--- config.mk ---
export PLATFORM = sky130hd
export DESIGN_NAME = vfp_queue
export DESIGN_NICKNAME = d
export VERILOG_FILES = /design/src/hw/rtl/vfp_pkg.sv /design/src/hw/rtl/vfp_queue.sv
export SDC_FILE = /design/constraint.sdc
export NUM_CORES = 1
export LEC_CHECK = 0
export BUFFER_PORTS_ARGS = -buffer_cell sky130_fd_sc_hd__buf_2
export CORE_ASPECT_RATIO = 1.1
export CORE_MARGIN = 2
export CORE_UTILIZATION = 40
export CTS_CLUSTER_DIAMETER = 50
export CTS_CLUSTER_SIZE = 10
export DETAILED_ROUTE_END_ITERATION = 10
export RECOVER_POWER = 50
export SYNTH_ARGS = -nofsm -noshare
export SYNTH_HDL_FRONTEND = slang
export SYNTH_SLANG_ARGS = --single-unit
--- constraint.sdc ---
create_clock -name clk -period 17.9 [get_ports clk]
set_input_delay 3.58 -clock clk [delete_from_list [all_inputs] [get_ports clk]]
set_output_delay 3.58 -clock clk [all_outputs]
set_load 0.03 [all_outputs]
--- src/hw/rtl/vfp_pkg.sv ---
// ----------------------------------------------------------------------------
// vfp_pkg: shared types and constants for the voxel file parser
// Phase codes, result kinds, error codes and the request record that moves
// from the byte front end to the palette back end.
// ----------------------------------------------------------------------------
package vfp_pkg;

	localparam int unsigned PaletteEntriesDefault = 4096;
	localparam logic [16:0] MaterialLimit = 17'd65536;
	localparam logic [31:0] VersionWord   = 32'h0101_0000;

	typedef enum logic [3:0] {
		PH_VERSION, PH_HEADER, PH_NAMELEN, PH_NAME, PH_SIZE, PH_POS,
		PH_VOXEL, PH_DONE, PH_FAILED
	} phase_t;

	typedef enum logic [1:0] {
		KIND_INFO  = 2'd0,
		KIND_VOXEL = 2'd1,
		KIND_ERROR = 2'd2,
		KIND_END   = 2'd3
	} kind_t;

	localparam logic [15:0] ErrVersion = 16'd0;
	localparam logic [15:0] ErrTrunc   = 16'd1;
	localparam logic [15:0] ErrVis     = 16'd2;
	localparam logic [15:0] ErrComp    = 16'd3;
	localparam logic [15:0] ErrFull    = 16'd4;

	// Back end operation carried in a request
	typedef enum logic [1:0] {
		OP_PASS,     // result is complete, forward it
		OP_VOXEL,    // palette lookup needed
		OP_RESTART   // clear the palette (new matrix), forward the info result
	} op_t;

	// Palette unit sequencer states
	typedef enum logic [1:0] {B_IDLE, B_SEARCH, B_CHECK, B_DEAD} bstate_t;

	typedef struct packed {
		op_t          op;
		kind_t        kind;
		logic [31:0]  matrix_index;
		logic [31:0]  coord_x;
		logic [31:0]  coord_y;
		logic [31:0]  coord_z;
		logic [31:0]  pos_x;
		logic [31:0]  pos_y;
		logic [31:0]  pos_z;
		logic [15:0]  material;
		logic [31:0]  color;
		logic         last_voxel;  // result is the last of the file
	} req_t;

endpackage

--- src/hw/rtl/vfp_queue.sv ---
// ----------------------------------------------------------------------------
// vfp_queue: two-entry request queue
// Decouples the parser from the palette search.
// ----------------------------------------------------------------------------
module vfp_queue (
	input  logic          clk,
	input  logic          arst_n,
	input  logic          wr_valid,
	output logic          wr_stall,
	input  vfp_pkg::req_t wr_data,
	output logic          rd_valid,
	input  logic          rd_stall,
	output vfp_pkg::req_t rd_data,
	input  logic          flush
);

	vfp_pkg::req_t mem_q [2];
	logic       wp_q, rp_q;
	logic [1:0] cnt_q;
	logic       push, pop;

	assign wr_stall = cnt_q == 2'd2;
	assign rd_valid = cnt_q != 2'd0;
	assign rd_data  = mem_q[rp_q];
	assign push     = wr_valid && !wr_stall && !flush;
	assign pop      = rd_valid && !rd_stall;

	// pointers and count
	always_ff @(posedge clk or negedge arst_n) begin
		if (!arst_n) begin
			wp_q <= 1'b0; rp_q <= 1'b0; cnt_q <= '0;
		end else if (flush) begin
			wp_q <= 1'b0; rp_q <= 1'b0; cnt_q <= '0;
		end else begin
			if (push) wp_q <= ~wp_q;
			if (pop) rp_q <= ~rp_q;
			cnt_q <= cnt_q + {1'b0, push} - {1'b0, pop};
		end
	end

	// storage
	always_ff @(posedge clk) begin
		if (push) mem_q[wp_q] <= wr_data;
	end

endmodule

==> summary.md <==
| Metric | Value |
|---|---|
| Synth Area in Adders | less than 1% |
| DRT Pass-1 Iters | 4 |
| Asr flop ratio synth | less than 1% |
| CP Launch Type | input port |
| Synth Area in Compound Gates | less than 1% |
| DIE WIDTH | 219 um |
| Synth Flop Type | edfxtp_1 |
| Post-DR wirelength/cell | a little over 20 um |
| CTS root buf | clkbuf_16 |
| Clock power share | between 30% and 40% |
| Hold_buf cts | 0 |
| Nets@finish | 1781 |
| Cells resized by post-CTS repair | 0 |
| Leakage Power | between 8 and 9 nW |
| CTS H-tree depth | 3 |
| First-pass GRT wire length | approximately 64000 um |
| CP max FO | about 70 |
| Sw Ratio | between 20% and 30% |
| CTS Buf Count | 67 |
| Placed Cells | about 2100 |
| Cells after synthesis | 888 |
| WL final | ~45000 um |
| Comb power frac | approximately a quarter |
| # IOs | ~560 |
| Final setup TNS | 0 ns |
| Main combinational cell family by area after synthesis | multiplexers |
| Layout cell share with drive strength beyond 1 | a little over half |
| Max Root-Sink Buffers | 3 |
| Area of the die | approximately 53000 um^2 |
| Final Util | about half |
| CP peak stage delay | 2.92 ns |
| Fin. max-slew vios | between 150 and 200 |
| Pin count of the biggest net entering global routing | 76 |
| DRC viols | 0 |
| Later-pin clock latency in the skew report | about 0.58 ns |
| GRT Total Usage | 16.5% |
| CP arrival | about 8.3 ns |
| Final hold violations | 0 |
| Syn-to-layout area delta | 25.1% |
| RSZ-0062 raised after global routing | false |
| # rows | between 80 and 90 |
| Crit path capture type | flip-flop |
| Vias in the first global route | about 11000 |
| Fillers | between 4000 and 5000 |
| Sequential share of power | 43.9% |
| Hold Crit Class | flip-flop to flip-flop |
| Worst-path cell chain | clkbuf_1 -> nand3b_1 -> nor2_4 -> clkbuf_1 -> buf_4 |
| Critical path required time | 18.08 ns |
| Die height | about 240 um |
| Sequential area share after synthesis | approximately 82% |
| Core area | ~50000 um^2 |
| DR vias | ~11000 |
| Post-Synth Simple-Gate Area | 0.277% |
| Synth Area in XOR/XNOR | less than 1% |
| Initial DRC count | approximately 460 |
| Final setup violation count | 0 |
| # port buffers | 560 |
| Initial antenna violation count | 12 |
| Grt total ovfl | 0 |
| Status | complete, but fails checks |
| Sink Count | between 500 and 600 |
| Syn nets | 1172 |
| PD cells | 145 nW/um^2 |
| Routed vias/inst | approximately 4.8 |
| P_sw | ~1.1 mW |
| Clock-pin slew on the worst setup and hold paths | around 0.050 ns |
| Top-count cell post-synth | edfxtp_1 |
| Internal power | roughly 2.6 mW |
| Slowest-stage cell, CP | clkbuf_1 |
| Synth top cells by count | 554 x edfxtp_1, 277 x mux2_2, 24 x buf_6 |
| Synth top area cells | edfxtp_1 82%, mux2_2 15%, buf_6 1.3%, dfrtp_1 0.49%, buf_2 0.15% |
| Synth Register Bits | 558 |
| CTS tree | yes |
| Post-Layout Cell Count | around 2200 |
| Cell taking the most area after synthesis | edfxtp_1 |
| Violated checks | capacitance limit, slew limit |
| CP most frequent cell | clkbuf_1 |
| Max IR drop VDD | around 0.000085 V |
| Post-DP HPWL | between 30000 and 40000 um |
| Fmax | 0.123 GHz |
| Synth warn | 0 |
| Period minus WS final | 8.14 ns |
| Initial Util | around 40% |
| Post-synth EDFFs | roughly 550 |
| Setup Buffers After CTS | 0 |
| Top cell type's share of synthesized area | ~82% |
| Crit path kind | input port to flip-flop |
| GP Congestion | 0.854 |
| Tcrit/Tclk final | a little under half |
| Avg Cell Area, Syn | between 20 and 25 um^2 |
| Worst-margin pin slew | ~4.2 ns |
| Maxcap violations | 3 |
| Mapped Area | 20300 um^2 |
| Clk_skew | 0.0118 ns |
| Multiplexer area fraction after synthesis | between 10% and 20% |
| Yosys cell types | 20 |
| ANT nets after route | 0 |
| Slew HR | -178% |
layout make-up:
cell class              instances  area, um^2  area share (%)
flip-flops and latches        558       16700            65.9
multi-input cells             295        3240            12.8
repair buffers                571        2710            10.7
clock buffers                  78        1800            7.10
well taps                     660         826            3.25
clock inverters                 5        36.3           0.143
diodes                          9        22.5          0.0887
inverters                       4        15.0          0.0591
sequential cells by signal, summed over array words and instances, names as in the netlist:
register / flops
mem_q: 554
cnt_q: 2
rp_q: 1
wp_q: 1
power groups by stage:
stage | Sequential [mW] | Combinational (mW) | Clock [mW]
floorplan | 1.67 | 0.693 | 0
global placement | 1.64 | 0.909 | 0
detailed placement | 1.64 | 0.916 | 0
CTS | 1.62 | 0.920 | 1.21
global route | 1.63 | 0.952 | 1.25
finish | 1.62 | 0.902 | 1.17
worst max-delay path, delay by kind of cell:
| family | cells | cell delay [ns] |
|---|---|---|
| AND/OR/NAND/NOR | 2 | 0.44 |
| buffers and inverters | 3 | 4.11 |
metal layers:
layer	part of all wire, %	wire [um]	global-route usage (%)	vias to the layer above
met1	36	16200	18.2	5244
met4	3.0	1340	7.37	8
met3	10	4640	6.69	100
met2	51	23100	28.0	429
met5	0.11	50	0	-
li1	-	-	-	4773
cells in the final DEF (no fill, tap or decap), types with 3 or more instances in the layout:
master	netlist	final
buf_2	6	423
edfxtp_1	554	554
clkbuf_1	0	145
inv_1	4	4
diode_2	0	9
buf_4	1	9
mux2_2	277	277
nor2_1	5	4
clkbuf_16	0	71
dfrtp_1	4	3
cell families (layout without fill, tap and decap cells):
| logic type | after synthesis | count (layout) |
|---|---|---|
| AOI/OAI and AO/OA | 4 | 4 |
| xor gates and xnor gates | 1 | 1 |
| adders and majority gates | 2 | 2 |
| buffers and inverters | 35 | 658 |
| DFF | 558 | 558 |
| muxes | 277 | 277 |
| other | 0 | 9 |
| and+or+nand+nor | 11 | 11 |
path summary, 6_finish.rpt:
| check | slack, ns | cells past startpoint | to | startpoint |
|---|---|---|---|---|
| min in group asynchronous | 2.85 | 1 | wp_q$_DFFE_PN0P_ | arst_n |
| setup reg to reg | 12.46 | 5 | mem_q[1][262]$_DFFE_PP_ | cnt_q[0]$_DFF_PN0_ |
| hold reg to reg | 0.50 | 1 | wp_q$_DFFE_PN0P_ | wp_q$_DFFE_PN0P_ |
| max in group asynchronous | 14.81 | 1 | rp_q$_DFFE_PN0P_ | arst_n |
| setup / recovery | 9.76 | 5 | mem_q[1][262]$_DFFE_PP_ | flush |
| hold / removal | 0.50 | 1 | wp_q$_DFFE_PN0P_ | wp_q$_DFFE_PN0P_ |
through the flow:
stage	area, um^2	power (mW)	hold slack, ns	setup WS (ns)
finish	25400	3.69	0.501	9.76
global route	25400	3.83	0.527	9.44
CTS	25600	3.74	0.556	10.24
global placement	23700	2.55	0.535	10.27
detailed placement	23700	2.56	0.547	10.27
floorplan	20300	2.36	0.452	1.71
Power figures use the tool's default switching activity.
